File: config.mk
export PLATFORM = sky130hd
export DESIGN_NAME = xxhash64_stream_hasher
export DESIGN_NICKNAME = d
export VERILOG_FILES = /design/src/hdl/xxh64_pkg.sv /design/src/hdl/xxhash64_stream_hasher.sv
export SDC_FILE = /design/constraint.sdc
export NUM_CORES = 2
export LEC_CHECK = 0
export BUFFER_PORTS_ARGS = -buffer_cell sky130_fd_sc_hd__clkbuf_2
export CAP_MARGIN = 20
export CORE_MARGIN = 2
export CORE_UTILIZATION = 65
export DETAILED_ROUTE_END_ITERATION = 8
export PLACE_DENSITY = 0.85
export RECOVER_POWER = 25
export SYNTH_ARGS = -nofsm -noshare
export SYNTH_HDL_FRONTEND = slang
export SYNTH_SLANG_ARGS = --single-unit
File: constraint.sdc
create_clock -name clk -period 23.7 [get_ports clk]
set_input_delay 3.555 -clock clk [delete_from_list [all_inputs] [get_ports clk]]
set_output_delay 3.555 -clock clk [all_outputs]
set_load 0.03 [all_outputs]
File: src/hdl/xxh64_pkg.sv
// Package for the XXH64 stream hasher: primes, rotate amounts, sequencer states.
// No dependencies; imported by the hasher top level.
package xxh64_pkg;

  localparam logic [63:0] P1 = 64'd11400714785074694791;
  localparam logic [63:0] P2 = 64'd14029467366897019727;
  localparam logic [63:0] P3 = 64'd1609587929392839161;
  localparam logic [63:0] P4 = 64'd9650029242287828579;
  localparam logic [63:0] P5 = 64'd2870177450012600261;

  // Lane start values for seed zero
  localparam logic [63:0] LANE0_INIT = P1 + P2;
  localparam logic [63:0] LANE1_INIT = P2;
  localparam logic [63:0] LANE2_INIT = 64'd0;
  localparam logic [63:0] LANE3_INIT = 64'd0 - P1;

  // Rotate and shift amounts
  localparam logic [5:0] ROT_ROUND = 6'd31;
  localparam logic [5:0] ROT_W64   = 6'd27;
  localparam logic [5:0] ROT_W32   = 6'd23;
  localparam logic [5:0] ROT_W8    = 6'd11;
  localparam logic [5:0] AVA_SH1   = 6'd33;
  localparam logic [5:0] AVA_SH2   = 6'd29;
  localparam logic [5:0] AVA_SH3   = 6'd32;

  // Word load lengths in bytes
  localparam logic [3:0] LD_W64 = 4'd8;
  localparam logic [3:0] LD_W32 = 4'd4;
  localparam logic [3:0] LD_W8  = 4'd1;

  typedef enum logic [4:0] {
    ST_IDLE, ST_LD, ST_MUL,
    ST_ABS_LD, ST_ABS_M1, ST_ABS_ADD, ST_ABS_WR,
    ST_FIN_START, ST_MRG_ADD, ST_MRG_M1, ST_MRG_M2, ST_MRG_X, ST_MRG_P4,
    ST_ADD_LEN, ST_TAIL,
    ST_T8_M1, ST_T8_M2, ST_T8_X, ST_T8_P4,
    ST_T4_M1, ST_T4_X, ST_T4_P3,
    ST_T1_M1, ST_T1_X, ST_T1_WR,
    ST_AVA0, ST_AVA1, ST_AVA2,
    ST_EMIT
  } st_t;

  // Constant operand of the shared multiplier
  typedef enum logic [1:0] {K_P1, K_P2, K_P3, K_P5} kc_t;

  function automatic logic [63:0] kconst(input kc_t k);
    logic [63:0] v;
    unique case (k)
      K_P1:    v = P1;
      K_P2:    v = P2;
      K_P3:    v = P3;
      K_P5:    v = P5;
      default: v = P1;
    endcase
    return v;
  endfunction

  function automatic logic [63:0] rotl64(input logic [63:0] v, input logic [5:0] r);
    return (v << r) | (v >> (7'd64 - {1'b0, r}));
  endfunction

  function automatic logic [63:0] lane_init(input logic [1:0] i);
    logic [63:0] v;
    unique case (i)
      2'd0:    v = LANE0_INIT;
      2'd1:    v = LANE1_INIT;
      2'd2:    v = LANE2_INIT;
      default: v = LANE3_INIT;
    endcase
    return v;
  endfunction

  // Lane rotate used by the merge
  function automatic logic [63:0] merge_rot(input logic [63:0] v, input logic [1:0] i);
    logic [63:0] r;
    unique case (i)
      2'd0:    r = rotl64(v, 6'd1);
      2'd1:    r = rotl64(v, 6'd7);
      2'd2:    r = rotl64(v, 6'd12);
      default: r = rotl64(v, 6'd18);
    endcase
    return r;
  endfunction

endpackage

File: src/hdl/xxhash64_stream_hasher.sv
// XXH64 (seed zero) hasher over a byte stream, one byte per item.
// Depends on xxh64_pkg.
//
//   channel | ports                                 | dir | handshake
//   --------+---------------------------------------+-----+---------------------
//   input   | in_valid in_data_byte in_last         | in  | in_stall (out)
//   result  | out_valid out_hash_value              | out | out_stall (in)
//
// A byte that does not complete a stripe leaves the sequencer idle, ready for the
// next byte, unless it is final. A byte that completes a 32-byte stripe runs,
// per lane, a word read from the stripe memory and two products on the shared
// 32x32 multiplier. A final byte then starts finalization: the lane merge
// (32 bytes or more), a fold per 8-byte tail word, for a 4-byte word and per tail
// byte. in_stall is high whenever the sequencer is not idle. The hash waits
// in an output register; out_stall holds it and blocks only the next emit.
// Reset (rst_n low, synchronous) returns the lanes and byte count to start values.
module xxhash64_stream_hasher
  import xxh64_pkg::*;
(
  input  logic        clk,
  input  logic        rst_n,
  input  logic        in_valid,
  output logic        in_stall,
  input  logic [7:0]  in_data_byte,
  input  logic        in_last,
  output logic        out_valid,
  input  logic        out_stall,
  output logic [63:0] out_hash_value
);

  // Sequencer
  st_t         st_r, st_nxt;
  st_t         ret_r, ret_nxt;
  kc_t         kc_r, kc_nxt;
  logic [1:0]  ph_r, ph_nxt;
  logic [1:0]  idx_r, idx_nxt;
  logic [3:0]  rc_r, rc_nxt;
  logic [3:0]  ld_len_r, ld_len_nxt;
  logic [4:0]  ld_base_r, ld_base_nxt;
  logic [4:0]  pos_r, pos_nxt;
  logic        last_r, last_nxt;
  logic [63:0] cnt_r, cnt_nxt;
  logic [63:0] lane_r [4];
  logic [63:0] lane_nxt [4];
  logic        out_valid_r, out_valid_nxt;

  // Datapath payload
  logic [63:0] ma_r, ma_nxt;
  logic [63:0] prod_r, prod_nxt;
  logic [63:0] pp_r;
  logic [63:0] h_r, h_nxt;
  logic [63:0] out_hash_r, out_hash_nxt;

  // Stripe memory
  logic [7:0]  stripe_mem [32];
  logic [7:0]  rd_data_r;
  logic [4:0]  rd_addr;

  // Shared multiplier
  logic [31:0] mop_a, mop_b;
  logic [63:0] mul_res;
  logic [63:0] kval;

  logic        in_acc;
  logic        out_free;
  logic [63:0] cnt_inc;
  logic [4:0]  tail_rem;
  logic [63:0] lane_sel;

  assign in_acc   = in_valid && !in_stall;
  assign out_free = !out_valid_r || !out_stall;
  assign cnt_inc  = cnt_r + 64'd1;
  assign tail_rem = cnt_r[4:0] - pos_r;
  assign lane_sel = lane_r[idx_r];
  assign kval     = kconst(kc_r);
  assign rd_addr  = ld_base_r + {2'b00, rc_r[2:0]};
  assign mul_res  = 64'(mop_a) * 64'(mop_b);

  // Next state
  always_comb begin
    st_nxt  = st_r;
    ret_nxt = ret_r;
    unique case (st_r)
      ST_IDLE: begin
        if (in_acc) begin
          if (cnt_inc[4:0] == 5'd0) begin
            st_nxt = ST_ABS_LD;
          end else if (in_last) begin
            st_nxt = ST_FIN_START;
          end
        end
      end
      ST_LD:        if (rc_r == ld_len_r) st_nxt = ret_r;
      ST_MUL:       if (ph_r == 2'd3) st_nxt = ret_r;
      ST_ABS_LD:    begin st_nxt = ST_LD;  ret_nxt = ST_ABS_M1;  end
      ST_ABS_M1:    begin st_nxt = ST_MUL; ret_nxt = ST_ABS_ADD; end
      ST_ABS_ADD:   begin st_nxt = ST_MUL; ret_nxt = ST_ABS_WR;  end
      ST_ABS_WR: begin
        if (idx_r != 2'd3) begin
          st_nxt = ST_ABS_LD;
        end else if (last_r) begin
          st_nxt = ST_FIN_START;
        end else begin
          st_nxt = ST_IDLE;
        end
      end
      ST_FIN_START: st_nxt = (|cnt_r[63:5]) ? ST_MRG_ADD : ST_ADD_LEN;
      ST_MRG_ADD:   if (idx_r == 2'd3) st_nxt = ST_MRG_M1;
      ST_MRG_M1:    begin st_nxt = ST_MUL; ret_nxt = ST_MRG_M2; end
      ST_MRG_M2:    begin st_nxt = ST_MUL; ret_nxt = ST_MRG_X;  end
      ST_MRG_X:     begin st_nxt = ST_MUL; ret_nxt = ST_MRG_P4; end
      ST_MRG_P4:    st_nxt = (idx_r == 2'd3) ? ST_ADD_LEN : ST_MRG_M1;
      ST_ADD_LEN:   st_nxt = ST_TAIL;
      ST_TAIL: begin
        if (tail_rem >= 5'd8) begin
          st_nxt = ST_LD; ret_nxt = ST_T8_M1;
        end else if (tail_rem >= 5'd4) begin
          st_nxt = ST_LD; ret_nxt = ST_T4_M1;
        end else if (tail_rem != 5'd0) begin
          st_nxt = ST_LD; ret_nxt = ST_T1_M1;
        end else begin
          st_nxt = ST_AVA0;
        end
      end
      ST_T8_M1:     begin st_nxt = ST_MUL; ret_nxt = ST_T8_M2; end
      ST_T8_M2:     begin st_nxt = ST_MUL; ret_nxt = ST_T8_X;  end
      ST_T8_X:      begin st_nxt = ST_MUL; ret_nxt = ST_T8_P4; end
      ST_T8_P4:     st_nxt = ST_TAIL;
      ST_T4_M1:     begin st_nxt = ST_MUL; ret_nxt = ST_T4_X;  end
      ST_T4_X:      begin st_nxt = ST_MUL; ret_nxt = ST_T4_P3; end
      ST_T4_P3:     st_nxt = ST_TAIL;
      ST_T1_M1:     begin st_nxt = ST_MUL; ret_nxt = ST_T1_X;  end
      ST_T1_X:      begin st_nxt = ST_MUL; ret_nxt = ST_T1_WR; end
      ST_T1_WR:     st_nxt = ST_TAIL;
      ST_AVA0:      begin st_nxt = ST_MUL; ret_nxt = ST_AVA1; end
      ST_AVA1:      begin st_nxt = ST_MUL; ret_nxt = ST_AVA2; end
      ST_AVA2:      st_nxt = ST_EMIT;
      ST_EMIT:      if (out_free) st_nxt = ST_IDLE;
      default:      st_nxt = ST_IDLE;
    endcase
  end

  // Datapath and counters
  always_comb begin
    kc_nxt        = kc_r;
    ph_nxt        = ph_r;
    idx_nxt       = idx_r;
    rc_nxt        = rc_r;
    ld_len_nxt    = ld_len_r;
    ld_base_nxt   = ld_base_r;
    pos_nxt       = pos_r;
    last_nxt      = last_r;
    cnt_nxt       = cnt_r;
    lane_nxt      = lane_r;
    ma_nxt        = ma_r;
    prod_nxt      = prod_r;
    h_nxt         = h_r;
    out_hash_nxt  = out_hash_r;
    // drop the result once taken
    out_valid_nxt = out_valid_r && out_stall;
    unique case (st_r)
      ST_IDLE: begin
        if (in_acc) begin
          cnt_nxt  = cnt_inc;
          last_nxt = in_last;
          idx_nxt  = 2'd0;
        end
      end
      ST_LD: begin
        // shift in the byte read last cycle, little-endian
        if (rc_r != 4'd0) begin
          if (ld_len_r == LD_W64) begin
            ma_nxt = {rd_data_r, ma_r[63:8]};
          end else if (ld_len_r == LD_W32) begin
            ma_nxt = {32'd0, rd_data_r, ma_r[31:8]};
          end else begin
            ma_nxt = {56'd0, rd_data_r};
          end
        end
        rc_nxt = (rc_r == ld_len_r) ? 4'd0 : rc_r + 4'd1;
      end
      ST_MUL: begin
        // low 64 bits from three 32x32 partial products
        unique case (ph_r)
          2'd0:    prod_nxt = prod_r;
          2'd1:    prod_nxt = pp_r;
          default: prod_nxt = prod_r + {pp_r[31:0], 32'd0};
        endcase
        ph_nxt = ph_r + 2'd1;
      end
      ST_ABS_LD: begin
        ld_base_nxt = {idx_r, 3'd0};
        ld_len_nxt  = LD_W64;
        rc_nxt      = 4'd0;
      end
      ST_ABS_M1:  kc_nxt = K_P2;
      ST_ABS_ADD: begin
        ma_nxt = rotl64(lane_sel + prod_r, ROT_ROUND);
        kc_nxt = K_P1;
      end
      ST_ABS_WR: begin
        lane_nxt[idx_r] = prod_r;
        idx_nxt         = idx_r + 2'd1;
      end
      ST_FIN_START: begin
        h_nxt   = (|cnt_r[63:5]) ? 64'd0 : P5;
        idx_nxt = 2'd0;
      end
      ST_MRG_ADD: begin
        h_nxt   = h_r + merge_rot(lane_sel, idx_r);
        idx_nxt = idx_r + 2'd1;
      end
      ST_MRG_M1: begin
        ma_nxt = lane_sel;
        kc_nxt = K_P2;
      end
      ST_MRG_M2: begin
        ma_nxt = rotl64(prod_r, ROT_ROUND);
        kc_nxt = K_P1;
      end
      ST_MRG_X: begin
        ma_nxt = h_r ^ prod_r;
        kc_nxt = K_P1;
      end
      ST_MRG_P4: begin
        h_nxt   = prod_r + P4;
        idx_nxt = idx_r + 2'd1;
      end
      ST_ADD_LEN: begin
        h_nxt   = h_r + cnt_r;
        pos_nxt = 5'd0;
      end
      ST_TAIL: begin
        ld_base_nxt = pos_r;
        rc_nxt      = 4'd0;
        if (tail_rem >= 5'd8) begin
          ld_len_nxt = LD_W64;
        end else if (tail_rem >= 5'd4) begin
          ld_len_nxt = LD_W32;
        end else begin
          ld_len_nxt = LD_W8;
        end
      end
      ST_T8_M1: kc_nxt = K_P2;
      ST_T8_M2: begin
        ma_nxt = rotl64(prod_r, ROT_ROUND);
        kc_nxt = K_P1;
      end
      ST_T8_X: begin
        ma_nxt = rotl64(h_r ^ prod_r, ROT_W64);
        kc_nxt = K_P1;
      end
      ST_T8_P4: begin
        h_nxt   = prod_r + P4;
        pos_nxt = pos_r + 5'd8;
      end
      ST_T4_M1: kc_nxt = K_P1;
      ST_T4_X: begin
        ma_nxt = rotl64(h_r ^ prod_r, ROT_W32);
        kc_nxt = K_P2;
      end
      ST_T4_P3: begin
        h_nxt   = prod_r + P3;
        pos_nxt = pos_r + 5'd4;
      end
      ST_T1_M1: kc_nxt = K_P5;
      ST_T1_X: begin
        ma_nxt = rotl64(h_r ^ prod_r, ROT_W8);
        kc_nxt = K_P1;
      end
      ST_T1_WR: begin
        h_nxt   = prod_r;
        pos_nxt = pos_r + 5'd1;
      end
      ST_AVA0: begin
        ma_nxt = h_r ^ (h_r >> AVA_SH1);
        kc_nxt = K_P2;
      end
      ST_AVA1: begin
        ma_nxt = prod_r ^ (prod_r >> AVA_SH2);
        kc_nxt = K_P3;
      end
      ST_AVA2: h_nxt = prod_r ^ (prod_r >> AVA_SH3);
      ST_EMIT: begin
        // hand off the hash and restart the message
        if (out_free) begin
          out_hash_nxt  = h_r;
          out_valid_nxt = 1'b1;
          cnt_nxt       = 64'd0;
          for (int i = 0; i < 4; i++) begin
            lane_nxt[i] = lane_init(2'(i));
          end
        end
      end
      default: ;
    endcase
  end

  // Port outputs and multiplier operand select
  always_comb begin
    in_stall       = (st_r != ST_IDLE);
    out_valid      = out_valid_r;
    out_hash_value = out_hash_r;
    mop_a          = (ph_r == 2'd2) ? ma_r[63:32] : ma_r[31:0];
    mop_b          = (ph_r == 2'd1) ? kval[63:32] : kval[31:0];
  end

  // Control state
  always_ff @(posedge clk) begin
    if (!rst_n) begin
      st_r        <= ST_IDLE;
      ret_r       <= ST_IDLE;
      kc_r        <= K_P1;
      ph_r        <= 2'd0;
      idx_r       <= 2'd0;
      rc_r        <= 4'd0;
      ld_len_r    <= LD_W64;
      ld_base_r   <= 5'd0;
      pos_r       <= 5'd0;
      last_r      <= 1'b0;
      cnt_r       <= 64'd0;
      out_valid_r <= 1'b0;
      for (int i = 0; i < 4; i++) begin
        lane_r[i] <= lane_init(2'(i));
      end
    end else begin
      st_r        <= st_nxt;
      ret_r       <= ret_nxt;
      kc_r        <= kc_nxt;
      ph_r        <= ph_nxt;
      idx_r       <= idx_nxt;
      rc_r        <= rc_nxt;
      ld_len_r    <= ld_len_nxt;
      ld_base_r   <= ld_base_nxt;
      pos_r       <= pos_nxt;
      last_r      <= last_nxt;
      cnt_r       <= cnt_nxt;
      out_valid_r <= out_valid_nxt;
      lane_r      <= lane_nxt;
    end
  end

  // Payload registers
  always_ff @(posedge clk) begin
    ma_r       <= ma_nxt;
    prod_r     <= prod_nxt;
    pp_r       <= mul_res;
    h_r        <= h_nxt;
    out_hash_r <= out_hash_nxt;
  end

  // Stripe memory: one write port, one registered read port
  always_ff @(posedge clk) begin
    if (in_acc) begin
      stripe_mem[cnt_r[4:0]] <= in_data_byte;
    end
    rd_data_r <= stripe_mem[rd_addr];
  end

endmodule

==> flow_summary.json, run 1 <==
{
  "grt_pass1_vias": 84000,
  "io_pins": 79,
  "run.stop_error": "[ERROR GRT-0116] Global routing finished with congestion. Check the congestion regions in the DRC Viewer.",
  "synthAdderAreaFrac_pct": 27.73,
  "yosys.area.top_type": "fa_1",
  "die_width_um": 370.1,
  "ys_ff_latch": 939,
  "syn-cell-area_sq_mm": 0.08710,
  "initial_utilization_pct": 65.35,
  "yosys.area_share.simple_pct": 12.52,
  "synth_area_leaders": "fa_1, edfxtp_1, dfxtp_1",
  "synthXorXnorAreaFrac_pct": 3.891,
  "grt_max_degree": 119,
  "cts_setup_buffers": 0,
  "hpwl_mm": 297.9,
  "async_reset_ff_share_pct": 0,
  "stop_stage": "global routing (5_1_grt)",
  "synth-warning-count": 0,
  "grt_usage_pct": 63.97,
  "synth_cells": 9107,
  "grt-ovfl-total": 38,
  "ys_seq_area_share_pct": 27.46,
  "syn_area_per_cell_sq_um": 9.564,
  "synth_top_family_by_area": "adder cells",
  "grt_pass1_wl_mm": 615.3,
  "numCtsBuffers": 97,
  "place_congestion": 1.134,
  "cts.sinks": 939,
  "status": "did not finish",
  "ys.flop_type": "edfxtp_1",
  "netlist.area_leader.share_pct": 20.73,
  "synth_compound_area_share_pct": 16.65,
  "htree_levels": 3,
  "die_h_um": 370.1,
  "synth.area.mux_share_pct": 4.581,
  "io_buffers": 78,
  "synth-edff-count": 512,
  "clockBufferDepth": 3,
  "syn-num-nets": 10510,
  "cts_resized": 0,
  "cts_root_buffer": "clkbuf_16",
  "synth.distinct_cells": 93,
  "postPlaceCellArea_sq_mm": 0.08933,
  "rows": 134,
  "ctsHoldBuffers": 0
}
per-stage QoR:
step	instances	setup WS [ns]	util (%)	hold WS (ns)
4_1_cts	10740	13.03	69.47	0.4820
2_1_floorplan	9107	15.06	-	0.4244
3_5_place_dp	10560	13.16	67.02	0.4733
3_3_place_gp	10560	13.22	66.98	0.4596
metal layers:
layer / global-route usage (%) / GRT overflow
met1: 68.06 / 2
met2: 83.65 / 18
met3: 42.13 / 2
met4: 58.60 / 16
met5: 13.18 / 0
synthesized netlist by cell type, types with 66 or more instances:
| library cell | number |
|---|---|
| inv_1 | 1059 |
| fa_1 | 902 |
| nor2_1 | 873 |
| nand2_1 | 728 |
| edfxtp_1 | 512 |
| clkbuf_1 | 506 |
| ha_1 | 487 |
| dfxtp_1 | 427 |
| o21ai_0 | 379 |
| a21oi_1 | 371 |
| a22oi_1 | 302 |
| a21o_1 | 251 |
| nor2b_1 | 216 |
| xor2_1 | 216 |
| xnor2_1 | 171 |
| mux4_2 | 144 |
| nand3_1 | 125 |
| a211oi_1 | 109 |
| o22ai_1 | 109 |
| nand4_1 | 83 |
| a222oi_1 | 78 |
| o221ai_1 | 72 |
| a221oi_1 | 68 |
| buf_1 | 68 |
| nor3_1 | 68 |
| and2_1 | 66 |
logic make-up after synthesis:
group,after synthesis
AND/OR/NAND/NOR,2405
adder cells (fa/ha/maj),1389
AO/OA/AOI/OAI,2115
flip-flops,939
XOR/XNOR,387
multiplexers,214
buffers and inverters,1658
==> inputs of run 2 (changes only) <==
Settings changed: CORE_UTILIZATION 65 to 40, PLACE_DENSITY 0.85 to not set, PLACE_DENSITY_LB_ADDON set to 0.15.
==> run 2 against run 1 <==
Against the previous run:
- the flow now finishes, with violations (design-rule violations, max-capacitance violations, max-slew violations)
- area after synthesis is the same
- synthesized cell count is the same
==> flow_summary.json, run 2 <==
{
  "status": "finished with violations",
  "violations": "design-rule violations, max-capacitance violations, max-slew violations",
  "finalCriticalPeriod_ns": 13.50,
  "initial_utilization_pct": 40.19,
  "setup.worst_path.start": "ph_r[0]",
  "numCtsBuffers": 98,
  "period_share_pct": 56.95,
  "final_common_cell": "inv_1",
  "die_width_um": 470.6,
  "grt_usage_pct": 36.77,
  "antenna_found_initial": 62,
  "synth_cells": 9107,
  "ff_latch_area_sq_mm": 0.02393,
  "grt_max_degree": 130,
  "syn-cell-area_sq_mm": 0.08710,
  "r2r-start": "ph_r[0]",
  "cts_root_buffer": "clkbuf_16",
  "crit_slowest_cell": "clkbuf_1",
  "htree_levels": 3,
  "drc_errors": 16,
  "postRouteAntennaNets": 0,
  "async_reset_ff_share_pct": 0,
  "cts_tree": "yes",
  "synth_area_leaders": "fa_1, edfxtp_1, dfxtp_1",
  "worstRegToRegCells": 32,
  "worst-path-max-fanout": 32,
  "syn_area_per_cell_sq_um": 9.564,
  "via_per_inst": 6.289,
  "crit_family": "buffers and inverters",
  "grt_pass1_wl_mm": 575.4,
  "vias": 74570,
  "rows": 171,
  "drive_gt1_share_pct": 7.583,
  "drt_iter0_drc": 11320,
  "cp.depth": 32,
  "crit_end": "pp_r[62]",
  "wl_per_cell_um": 34.85,
  "yosys.cell_count.top_type": "inv_1",
  "rsz0062_at_grt": "false",
  "ys.flop_type": "edfxtp_1",
  "tightest_slew_ns": 4.334,
  "synth-edff-count": 512,
  "yosys.area.top_type": "fa_1",
  "r2r_end": "pp_r[62]",
  "cp_data_required_time_ns": 24.42,
  "netlist.area_leader.share_pct": 20.73,
  "fmax_mhz": 74.09,
  "multi_input_area_sq_mm": 0.05729,
  "synth-warning-count": 0,
  "max_slew_margin_pct": -188.9,
  "io_pins": 79,
  "regToRegSetupSlack_ns": 10.20,
  "ys_seq_area_share_pct": 27.46,
  "critPathLaunchType": "flip-flop",
  "hold_path.class": "flip-flop to flip-flop",
  "core_area_sq_mm": 0.2167,
  "hpwl_mm": 317.1,
  "synth_commonest_cells": "inv_1, fa_1, nor2_1",
  "critPathKind": "flip-flop to flip-flop",
  "end_kind": "flip-flop",
  "area_delta_synth_final_pct": 7.886,
  "cts_resized": 0,
  "setup_violations": 0,
  "cts_setup_buffers": 0,
  "ys_ff_latch": 939,
  "final_cell_mix": "inv_1, fa_1, nor2_1",
  "finalNetCount": 10310,
  "tns_ns": 0,
  "max_cap_viol_count": 17,
  "first_pass_iters": 9,
  "nFillCells": 21050,
  "drt-total-wl_mm": 413.2,
  "syn-num-nets": 10510,
  "io_buffers": 78,
  "place_congestion": 1.036,
  "cpMostUsedCell": "fa_1",
  "die_h_um": 470.6,
  "grt_pass1_vias": 72380,
  "grt-ovfl-total": 0,
  "clk_latency_ns": 0.80,
  "drv_slew": 572,
  "cpPeakStageDelay_ns": 2.38,
  "arrival_ns": 14.22,
  "finalHoldViolCount": 0,
  "cts.sinks": 939,
  "clockBufferDepth": 3,
  "clock_skew_ns": 0.05230,
  "dieArea_sq_mm": 0.2215,
  "synth.distinct_cells": 93,
  "ctsHoldBuffers": 0,
  "critPathBufInv": 8,
  "path_clk_slew_ns": 0.06
}
==> run 2: cell counts after synthesis <==
No cell type changed its count.
==> run 2: layout make-up <==
class	instances	share of cell area, %
flip-flops and latches	939	25.47
clock inverters	45	0.5472
diodes	22	0.05858
repair buffers	282	1.999
multi-input cells	6510	60.97
inverters	1075	4.295
clock buffers	130	2.868
well taps	2854	3.800
==> run 2: how the worst min path moves through the flow <==
stage	slack [ns]	endpoint	startpoint	cells after the start
5_1_grt	0.51	lane_r[28]	lane_r[28]	2
3_3_place_gp	0.46	lane_r[51]	lane_r[51]	2
6_report	0.48	lane_r[254]	lane_r[254]	2
4_1_cts	0.49	lane_r[61]	lane_r[61]	2
2_1_floorplan	0.42	out_hash_value[63]	h_r[63]	0
3_5_place_dp	0.47	lane_r[61]	lane_r[61]	2
==> run 2: routing by layer <==
layer / global-route usage [%] / share of wire (%)
met5: 0 / 0.027
met1: 51.30 / 42
met2: 51.87 / 41
met4: 18.05 / 5.8
met3: 10.58 / 11
==> run 2: cells by family after synthesis <==
kind of cell               count (synthesis)  share of synthesized area [%]
and+or+nand+nor                         2405                          12.52
AOI/OAI and AO/OA                       2115                          16.65
buffers and inverters                   1658                          7.165
adders and majority gates               1389                          27.73
DFF                                      939                          27.46
xor gates and xnor gates                 387                          3.891
muxes                                    214                          4.581
==> run 2: through the flow <==
| step | setup slack, ns | util [%] | cell area [sq um] | cells | hold slack, ns |
|---|---|---|---|---|---|
| after floorplan | 15.06 | - | 87100 | 9107 | 0.4244 |
| after global routing | 9.999 | 43.34 | 93940 | 11850 | 0.5133 |
| after global placement | 12.81 | 41.89 | 90780 | 11660 | 0.4604 |
| after CTS | 12.76 | 43.37 | 94010 | 11830 | 0.4862 |
| after detailed placement | 12.75 | 41.89 | 90800 | 11660 | 0.4703 |
| final | 10.20 | 43.36 | 93970 | 11860 | 0.4778 |
==> run 2: worst min-delay path, cell delays in order, from the launching register on <==
cell,delay [ns]
dfxtp_1,0.32
nand2_1,0.05
o211ai_1,0.07
Power of run 2 is left out: the tool's default activity adds up to more than one toggle a clock period on the data nets, which glitch-free logic cannot reach.
